## src/sv/rcfd_pkg.sv

```systemverilog
`timescale 1ns / 1ps

package rcfd_pkg;

    localparam int unsigned FRAME_LEN   = 3;
    localparam int unsigned SERVO_COUNT = 8;

    localparam logic [7:0] FRAME_DELIM      = 8'hFF;
    localparam logic [7:0] GRP_MOTOR        = 8'h00;
    localparam logic [7:0] GRP_SERVO        = 8'h01;
    localparam logic [7:0] GRP_IR_LEARN     = 8'h50;
    localparam logic [7:0] GRP_IR_SEND      = 8'h51;
    localparam logic [7:0] GRP_MODE         = 8'h13;
    localparam logic [7:0] ANGLE_LIMIT_RST  = 8'd180;

    localparam logic [7:0] MOTOR_STOP    = 8'h00;
    localparam logic [7:0] MOTOR_FORWARD = 8'h01;
    localparam logic [7:0] MOTOR_BACK    = 8'h02;
    localparam logic [7:0] MOTOR_LEFT    = 8'h03;
    localparam logic [7:0] MOTOR_RIGHT   = 8'h04;

    localparam logic [7:0] IR_TYPE_COUNT   = 8'd5;
    localparam logic [7:0] IR_NUMBER_COUNT = 8'd10;
    localparam logic [7:0] MODE_MAX        = 8'd4;
    localparam logic [7:0] LINK_ARG_ON     = 8'h00;
    localparam logic [7:0] LINK_ARG_OFF    = 8'h01;

    typedef logic [3:0] action_t;
    localparam action_t ACT_IGNORED  = 4'd0;
    localparam action_t ACT_STOP     = 4'd1;
    localparam action_t ACT_FORWARD  = 4'd2;
    localparam action_t ACT_BACK     = 4'd3;
    localparam action_t ACT_LEFT     = 4'd4;
    localparam action_t ACT_RIGHT    = 4'd5;
    localparam action_t ACT_SERVO    = 4'd6;
    localparam action_t ACT_IR_LEARN = 4'd7;
    localparam action_t ACT_IR_SEND  = 4'd8;
    localparam action_t ACT_MODE     = 4'd9;
    localparam action_t ACT_LINK_ON  = 4'd10;
    localparam action_t ACT_LINK_OFF = 4'd11;

    typedef logic [2:0] reply_t;
    localparam reply_t REPLY_NONE        = 3'd0;
    localparam reply_t REPLY_ACK_FORWARD = 3'd1;
    localparam reply_t REPLY_ACK_BACK    = 3'd2;
    localparam reply_t REPLY_LINK_ON     = 3'd3;
    localparam reply_t REPLY_LINK_OFF    = 3'd4;

endpackage

```

## src/sv/robot_command_frame_decoder_top.sv

```systemverilog
// The result is registered: it appears on the output register in the cycle after its closing byte is taken.
// Throughput: one received byte per cycle; input stalls only while a result waits unread.
// Reset (rst_n, asynchronous, active low): framing returns to waiting for a start byte,
// the mode, IR type and IR number clear, the link flag sets and the angle limit is 180.
// Frame byte storage is not reset; a decoded frame always writes all three bytes first.
`timescale 1ns / 1ps

module robot_command_frame_decoder_top (
    input  logic                    clk,
    input  logic                    rst_n,
    input  logic                    cfg_we,
    input  logic [7:0]              cfg_wdata,
    input  logic                    in_valid,
    output logic                    in_stall,
    input  logic [7:0]              rx_byte,
    output logic                    out_valid,
    input  logic                    out_stall,
    output rcfd_pkg::action_t       action,
    output logic [2:0]              servo_index,
    output logic [7:0]              servo_angle,
    output logic [2:0]              ir_type,
    output logic [3:0]              ir_number,
    output logic [2:0]              cruise_mode,
    output logic                    link_connected,
    output rcfd_pkg::reply_t        reply
);
    import rcfd_pkg::*;

    logic [7:0] angle_lim_reg;
    logic       in_frame_reg;
    logic [2:0] byte_count_reg;
    logic [7:0] frame_bytes_reg [FRAME_LEN];
    logic [2:0] mode_reg;
    logic       link_reg;
    logic [2:0] ir_type_reg;
    logic [3:0] ir_number_reg;

    logic       out_valid_reg;
    action_t    action_reg;
    logic [2:0] servo_index_reg;
    logic [7:0] servo_angle_reg;
    reply_t     reply_reg;

    logic       accept;
    logic       is_delim;
    logic       close_ok;
    logic [7:0] grp;
    logic [7:0] sel;
    logic [7:0] arg;

    action_t    action_next;
    reply_t     reply_next;
    logic [2:0] servo_index_next;
    logic [7:0] servo_angle_next;
    logic [2:0] mode_next;
    logic       link_next;
    logic [2:0] ir_type_next;
    logic [3:0] ir_number_next;

    assign in_stall = out_valid_reg && out_stall;
    assign accept   = in_valid && !in_stall;
    assign is_delim = (rx_byte == FRAME_DELIM);
    assign close_ok = accept && in_frame_reg && is_delim &&
                      (byte_count_reg == 3'(FRAME_LEN));

    assign grp = frame_bytes_reg[0];
    assign sel = frame_bytes_reg[1];
    assign arg = frame_bytes_reg[2];

    always_comb
    begin
        action_next      = ACT_IGNORED;
        reply_next       = REPLY_NONE;
        servo_index_next = 3'd0;
        servo_angle_next = 8'd0;
        mode_next        = mode_reg;
        link_next        = link_reg;
        ir_type_next     = ir_type_reg;
        ir_number_next   = ir_number_reg;

        if (grp == GRP_MOTOR)
        begin
            unique case (sel)
                MOTOR_STOP:
                begin
                    action_next = ACT_STOP;
                end
                MOTOR_FORWARD:
                begin
                    action_next = ACT_FORWARD;
                    reply_next  = REPLY_ACK_FORWARD;
                end
                MOTOR_BACK:
                begin
                    action_next = ACT_BACK;
                    reply_next  = REPLY_ACK_BACK;
                end
                MOTOR_LEFT:
                begin
                    action_next = ACT_LEFT;
                end
                MOTOR_RIGHT:
                begin
                    action_next = ACT_RIGHT;
                end
                default:
                begin
                    action_next = ACT_IGNORED;
                end
            endcase
        end
        else if (grp == GRP_SERVO)
        begin
            if ((arg <= angle_lim_reg) && (sel >= 8'd1) && (sel <= 8'(SERVO_COUNT)))
            begin
                action_next      = ACT_SERVO;
                servo_index_next = 3'(sel - 8'd1);
                servo_angle_next = arg;
            end
        end
        else if ((grp == GRP_IR_LEARN) || (grp == GRP_IR_SEND))
        begin
            if ((sel < IR_TYPE_COUNT) && (arg < IR_NUMBER_COUNT))
            begin
                ir_type_next   = sel[2:0];
                ir_number_next = arg[3:0];
                action_next    = (grp == GRP_IR_LEARN) ? ACT_IR_LEARN : ACT_IR_SEND;
            end
        end
        else if (grp == GRP_MODE)
        begin
            action_next = ACT_MODE;
            if ((sel >= 8'd1) && (sel <= MODE_MAX))
            begin
                mode_next = sel[2:0];
            end
            else
            begin
                mode_next = 3'd0;
                if (sel == 8'h00)
                begin
                    if (arg == LINK_ARG_ON)
                    begin
                        link_next   = 1'b1;
                        action_next = ACT_LINK_ON;
                        reply_next  = REPLY_LINK_ON;
                    end
                    else if (arg == LINK_ARG_OFF)
                    begin
                        link_next   = 1'b0;
                        action_next = ACT_LINK_OFF;
                        reply_next  = REPLY_LINK_OFF;
                    end
                end
            end
        end
    end

    always_ff @(posedge clk or negedge rst_n)
    begin
        if (!rst_n)
        begin
            angle_lim_reg  <= ANGLE_LIMIT_RST;
            in_frame_reg   <= 1'b0;
            byte_count_reg <= 3'd0;
            mode_reg       <= 3'd0;
            link_reg       <= 1'b1;
            ir_type_reg    <= 3'd0;
            ir_number_reg  <= 4'd0;
            out_valid_reg  <= 1'b0;
        end
        else
        begin
            if (cfg_we)
            begin
                angle_lim_reg <= cfg_wdata;
            end

            if (accept)
            begin
                if (!in_frame_reg)
                begin
                    if (is_delim)
                    begin
                        in_frame_reg   <= 1'b1;
                        byte_count_reg <= 3'd0;
                    end
                end
                else if (is_delim)
                begin
                    in_frame_reg   <= 1'b0;
                    byte_count_reg <= 3'd0;
                end
                else if (byte_count_reg != 3'd7)
                begin
                    byte_count_reg <= byte_count_reg + 3'd1;
                end
            end

            if (close_ok)
            begin
                mode_reg      <= mode_next;
                link_reg      <= link_next;
                ir_type_reg   <= ir_type_next;
                ir_number_reg <= ir_number_next;
            end

            if (!out_valid_reg || !out_stall)
            begin
                out_valid_reg <= close_ok;
            end
        end
    end

    // Frame bytes and result payload carry no reset.
    always_ff @(posedge clk)
    begin
        if (accept && in_frame_reg && !is_delim && (byte_count_reg < 3'(FRAME_LEN)))
        begin
            frame_bytes_reg[byte_count_reg[1:0]] <= rx_byte;
        end
        if (close_ok)
        begin
            action_reg      <= action_next;
            servo_index_reg <= servo_index_next;
            servo_angle_reg <= servo_angle_next;
            reply_reg       <= reply_next;
        end
    end

    assign out_valid      = out_valid_reg;
    assign action         = action_reg;
    assign servo_index    = servo_index_reg;
    assign servo_angle    = servo_angle_reg;
    assign ir_type        = ir_type_reg;
    assign ir_number      = ir_number_reg;
    assign cruise_mode    = mode_reg;
    assign link_connected = link_reg;
    assign reply          = reply_reg;

    a_open_frame: assert property (@(posedge clk) disable iff (!rst_n)
        (accept && !in_frame_reg && is_delim) |=> (in_frame_reg && (byte_count_reg == 3'd0)))
        else $error("A start byte did not open a fresh frame.");

    a_result_source: assert property (@(posedge clk) disable iff (!rst_n)
        $rose(out_valid_reg) |-> $past(accept && in_frame_reg && is_delim))
        else $error("A result appeared without a closing byte being taken.");

    a_servo_fields: assert property (@(posedge clk) disable iff (!rst_n)
        (out_valid_reg && (action_reg != ACT_SERVO)) |->
            ((servo_index_reg == 3'd0) && (servo_angle_reg == 8'd0)))
        else $error("Servo fields are non-zero on a result that is not a servo item.");

    a_link_reply: assert property (@(posedge clk) disable iff (!rst_n)
        (out_valid_reg && (reply_reg == REPLY_LINK_ON)) |-> link_reg)
        else $error("A link-on reply was given while the link flag is clear.");

endmodule
```

## config.mk

```make
export PLATFORM = sky130hd
export DESIGN_NAME = robot_command_frame_decoder_top
export DESIGN_NICKNAME = d
export VERILOG_FILES = /design/src/sv/rcfd_pkg.sv /design/src/sv/robot_command_frame_decoder_top.sv
export SDC_FILE = /design/constraint.sdc
export NUM_CORES = 1
export LEC_CHECK = 0
export BUFFER_PORTS_ARGS = -buffer_cell sky130_fd_sc_hd__buf_2
export CELL_PAD_IN_SITES_DETAIL_PLACEMENT = 1
export CELL_PAD_IN_SITES_GLOBAL_PLACEMENT = 1
export CORE_MARGIN = 5
export CORE_UTILIZATION = 48
export DETAILED_ROUTE_END_ITERATION = 6
export PLACE_DENSITY = 0.81
export RECOVER_POWER = 25
export SYNTH_ARGS = -nofsm -noshare
export SYNTH_HDL_FRONTEND = slang
export SYNTH_SLANG_ARGS = --single-unit
```

## constraint.sdc

```tcl
create_clock -name clk -period 4.94 [get_ports clk]
set_input_delay 0.494 -clock clk [delete_from_list [all_inputs] [get_ports clk]]
set_output_delay 0.494 -clock clk [all_outputs]
set_load 0.02 [all_outputs]
```

# [After elaboration in Yosys (flattened, before gate mapping)]
# Memories as Yosys holds them, arrays and structs flattened.
# Index checks and enable logic that the tools add are counted.
[op_classes] addsub=2 mul=0 div_mod_pow=0 order_cmp=7 n_eq_ne=12 n_shift=0 n_mux=33 n_bitwise=5 n_reduce_logical=28
[ops] cell="$mux W3" count=14
[ops] cell="$eq A8 B1 Y1 const B" count=3
[ops] cell="$logic_not A8 Y1" count=3
[ops] cell="$mux W4" count=6
[ops] cell="$eq A8 B2 Y1 const B" count=2
[ops] cell="$eq A8 B7 Y1 const B" count=2
[ops] cell="$pmux W3 S5" count=1
[ops] cell="$logic_and A1 B1 Y1" count=11
[ops] cell="$reduce_and A5 Y1" count=2
[ops] cell="$eq A8 B3 Y1 const B" count=1
[ops] cell="$eq A8 B5 Y1 const B" count=1
[ops] cell="$eq A8 B8 Y1 const B" count=1
[ops] cell="$ge A8 B1 Y1 const B" count=1
[ops] cell="$le A8 B3 Y1 const B" count=1
[ops] cell="$le A8 B4 Y1 const B" count=1
[ops] cell="$le A8 B8 Y1" count=1
[ops] cell="$lt A8 B3 Y1 const B" count=1
[ops] cell="$lt A8 B4 Y1 const B" count=1
[ops] cell="$mux W2" count=4
[ops] cell="$reduce_and A8 Y1" count=1
[ops] cell="$mux W1" count=7
[ops] cell="$reduce_bool A2 Y1" count=3
[ops] cell="$not A1 Y1" count=5
[ops] cell="$logic_not A1 Y1" count=4
[ops] cell="other kinds (9)" count=10
[totals] reg_bits=42 latch_bits=0 mem_bits_rw=24 romBits=0 inputBits=21 mem_count=1
[memory_table] name="frame_bytes_reg" depth=3 word_bits=8 read_ports=3 rd_ports_with_merged_regs=0 wr=1 line="robot_command_frame_decoder_top.sv:32" rtl="logic [7:0] frame_bytes_reg [FRAME_LEN];"

# [Depth between registers and ports, before layout]
# An unclocked memory read counts as a cell.
[depth] word_depth=10 depth_mapped=8 depth_no_buf=7

# [Worst setup path before layout]
# No wires, ideal clock.
[synth_path] path_kind="flip-flop to flip-flop" start="mem frame_bytes_reg[2][1]" end="reg ir_number_reg[1] (netlist: ir_number[1])" setup_ns=0.125 arrival_ns=2.048 required_time_ns=4.815 slack_ns=2.767 path_stages_with_launch=7 n_path_buf=1 synth_period_minus_slack_ns=2.173 path_cell_list="edfxtp_1 -> or2_1 -> a2111oi_2 -> nand4_2 -> or3_1 -> buf_6 -> mux2_4"
[synth_lines] item="start: declaration" line="robot_command_frame_decoder_top.sv:32"
[synth_lines] item="end signal: assignment" line="robot_command_frame_decoder_top.sv:205" rtl="ir_number_reg <= ir_number_next;"
[synth_lines] item="end: declaration" line="robot_command_frame_decoder_top.sv:36" rtl="logic [3:0] ir_number_reg;"

==> flow_metrics.env <==
export IMPL_die_w_um=89.5
export IMPL_antenna_found_initial=0
export IMPL_p_int_uw=965
export IMPL_slew_violations=0
export IMPL_power_density_nw_per_um2=370
export IMPL_synthArstFlopShare=0.364
export IMPL_cts_made_buffers=9
export IMPL_power_share_combinational=0.124
export IMPL_setup_tns_ps=0
export IMPL_wl_um=7200
export IMPL_cts_resized=0
export IMPL_layout_min_cycle_time_ps=2550
export IMPL_syn_inst=245
export IMPL_grt_overflow_total=0
export IMPL_clock_fmax_ghz=0.392
export IMPL_ant_nets=0
export IMPL_cap_violations=0
export IMPL_final_cell_mix="42 x edfxtp_1, 42 x buf_2, 25 x nand2_1"
export IMPL_design_core_area_um2=6240
export IMPL_cp_required_ps=5170
export IMPL_io_buffers=51
export IMPL_clkPwrFrac=0.352
export IMPL_initial_core_util=0.486
export IMPL_syn_avg_cell_area_um2=12.4
export IMPL_grt_use_total=0.201
export IMPL_holdCritPathClass="input port to flop"
export IMPL_clockBufferDepth=2
export IMPL_place_hpwl_um=5490
export IMPL_peakVddDrop_uv=236
export IMPL_yosys_cell_types_count=46
export IMPL_leakagePower_uw=0.00159
export IMPL_syn_area_um2=3030
export IMPL_finClkSkew_ps=7.99
export IMPL_switching_power_uw=353
export IMPL_synth_main_ff_cell="edfxtp_1"
export IMPL_min_period_over_period=0.517
export IMPL_die_area_um2=8000
export IMPL_whs_ps=359
export IMPL_antenna_cells=0
export IMPL_clkSinkCount=66
export IMPL_synth_area_leaders="edfxtp_1 42%, dfrtp_1 16%, ha_1 8.3%, dfstp_2 4.3%, o21ai_0 4.0%"
export IMPL_dr_pass1_iters=4
export IMPL_vias_per_cell=5.51
export IMPL_max_slew_margin=0.0470
export IMPL_largest_reg_flops=24
export IMPL_remaining_drc_errors=0
export IMPL_drive_gt1_frac=0.234
export IMPL_cp_max_fo=7
export IMPL_grt_pass1_vias=2323
export IMPL_synth_edf_count=42
export IMPL_grt_max_degree=25
export IMPL_cts_hold_fix_buffers=0
export IMPL_syn_to_final_growth_pct=17.4
export IMPL_power_uw=1320
export IMPL_power_frac_seq=0.524
export IMPL_cp_end_kind="flop"
export IMPL_rsz0062_at_grt="no"
export IMPL_syn_nets=286
export IMPL_crit_type="flop to flop"
export IMPL_vias=2121
export IMPL_worstMarginPinSlew_ps=1430
export IMPL_die_h_um=89.5
export IMPL_wire_per_inst_um=18.7
export IMPL_path_clk_slew_ps=70
export IMPL_gp_congestion=0.894
export IMPL_drt_iter0_markers=105
export IMPL_synth_seq_cells=66
export IMPL_setup_viol=0
export IMPL_run_status="complete, no violations"
export IMPL_yosysSeqAreaShare=0.616
export IMPL_h_tree_depth=3
export IMPL_rows=29
export IMPL_synth_top_area_cell="edfxtp_1"
export IMPL_worst_setup_path_start_kind="flop"
export IMPL_place_area_um2=3360
export IMPL_worstPathArrival_ps=2780
export IMPL_yosys_area_top_type_share=0.416
export IMPL_cts_tree="yes"
export IMPL_grt_pass1_wl_um=11600
export IMPL_fin_area_um2=3560
export IMPL_post_cts_buffers=0
export IMPL_hold_violations=0
export IMPL_io_pins=52
export IMPL_nNetsFinal=344
export IMPL_clock_latency_ps=340
export IMPL_cts_root_buf="clkbuf_8"
export IMPL_swShare=0.268
export IMPL_yosys_warnings=0
worst paths after layout:
path,from,to,slack (ps),depth (start not counted)
worst max-delay path,frame_bytes_reg[2][1]$_DFFE_PP_,ir_number[3]$_DFFE_PN0P_,2390,5
worst min-delay path,cfg_wdata[7],angle_lim_reg[7]$_DFFE_PN1P_,360,3
worst max register to register,frame_bytes_reg[2][1]$_DFFE_PP_,ir_number[3]$_DFFE_PN0P_,2390,5
worst min register to register,cruise_mode[2]$_DFFE_PN0P_,cruise_mode[2]$_DFFE_PN0P_,490,2
max in group asynchronous,rst_n,ir_type[0]$_DFFE_PN0P_,3630,1
min in group asynchronous,rst_n,byte_count_reg[2]$_DFFE_PN0P_,470,1
cells in the mapped netlist, types with 2 or more instances:
cell type  count
nand4_1        6
dfrtp_1       19
nand2_1       25
nor3b_1        2
mux2_2         2
edfxtp_1      42
or4_1          3
o21ai_0       24
and2_1         8
nand3_1        4
a21oi_1        4
nor2_1        13
mux2_4         4
o21ai_1        3
inv_1         24
ha_1          20
clkbuf_1       3
dfstp_2        5
nor2b_1        3
nand3b_1       2
or3_1          2
nor4_1         3
layout make-up:
cell class,count,area (µm²)
multi-input cells,151,1060
well taps,77,96.3
inverters,24,90.1
fillers,674,2680
flip-flops and latches,66,1870
repair buffers,51,244
clock buffers,11,153
clock inverters,5,51.3
cells by family (layout without fill, tap and decap cells):
family | count (synthesis) | in the layout | synth area share
adders and majority gates | 20 | 20 | 0.0825
and+or+nand+nor | 83 | 83 | 0.153
muxes | 7 | 7 | 0.0305
DFF | 66 | 66 | 0.616
AOI/OAI and AO/OA | 41 | 41 | 0.0809
buffers and inverters | 28 | 91 | 0.0371
stage by stage:
step	std cells	setup WS (ps)	utilization
after floorplan	245	2770	-
after global placement	369	2290	0.538
after detailed placement	369	2070	0.538
after CTS	385	2060	0.571
after global routing	385	2330	0.570
final	385	2390	0.570
per-layer routing:
| metal | vias to the layer above | wire length (µm) | GRT usage | part of all wire |
|---|---|---|---|---|
| met4 | 0 | 119 | 0.0893 | 0.017 |
| li1 | 998 | - | - | - |
| met5 | - | 0 | 0 | 0 |
| met1 | 1063 | 3070 | 0.240 | 0.43 |
| met2 | 47 | 3710 | 0.348 | 0.52 |
| met3 | 13 | 300 | 0.0433 | 0.042 |
worst max-delay path: stages, from the launching register on:
cell	delay, ps
edfxtp_1	450
or2_1	310
a2111oi_2	440
nand4_2	240
or3_1	620
mux2_4	370
power by group through the flow:
stage	sequential (µW)	combinational, µW	clock, µW
3_3_place_gp	696	149	0
5_1_grt	697	188	501
4_1_cts	690	166	474
3_5_place_dp	701	163	0
2_1_floorplan	685	110	0
6_report	691	163	465
Note: power is estimated with default switching activity, not from simulation.
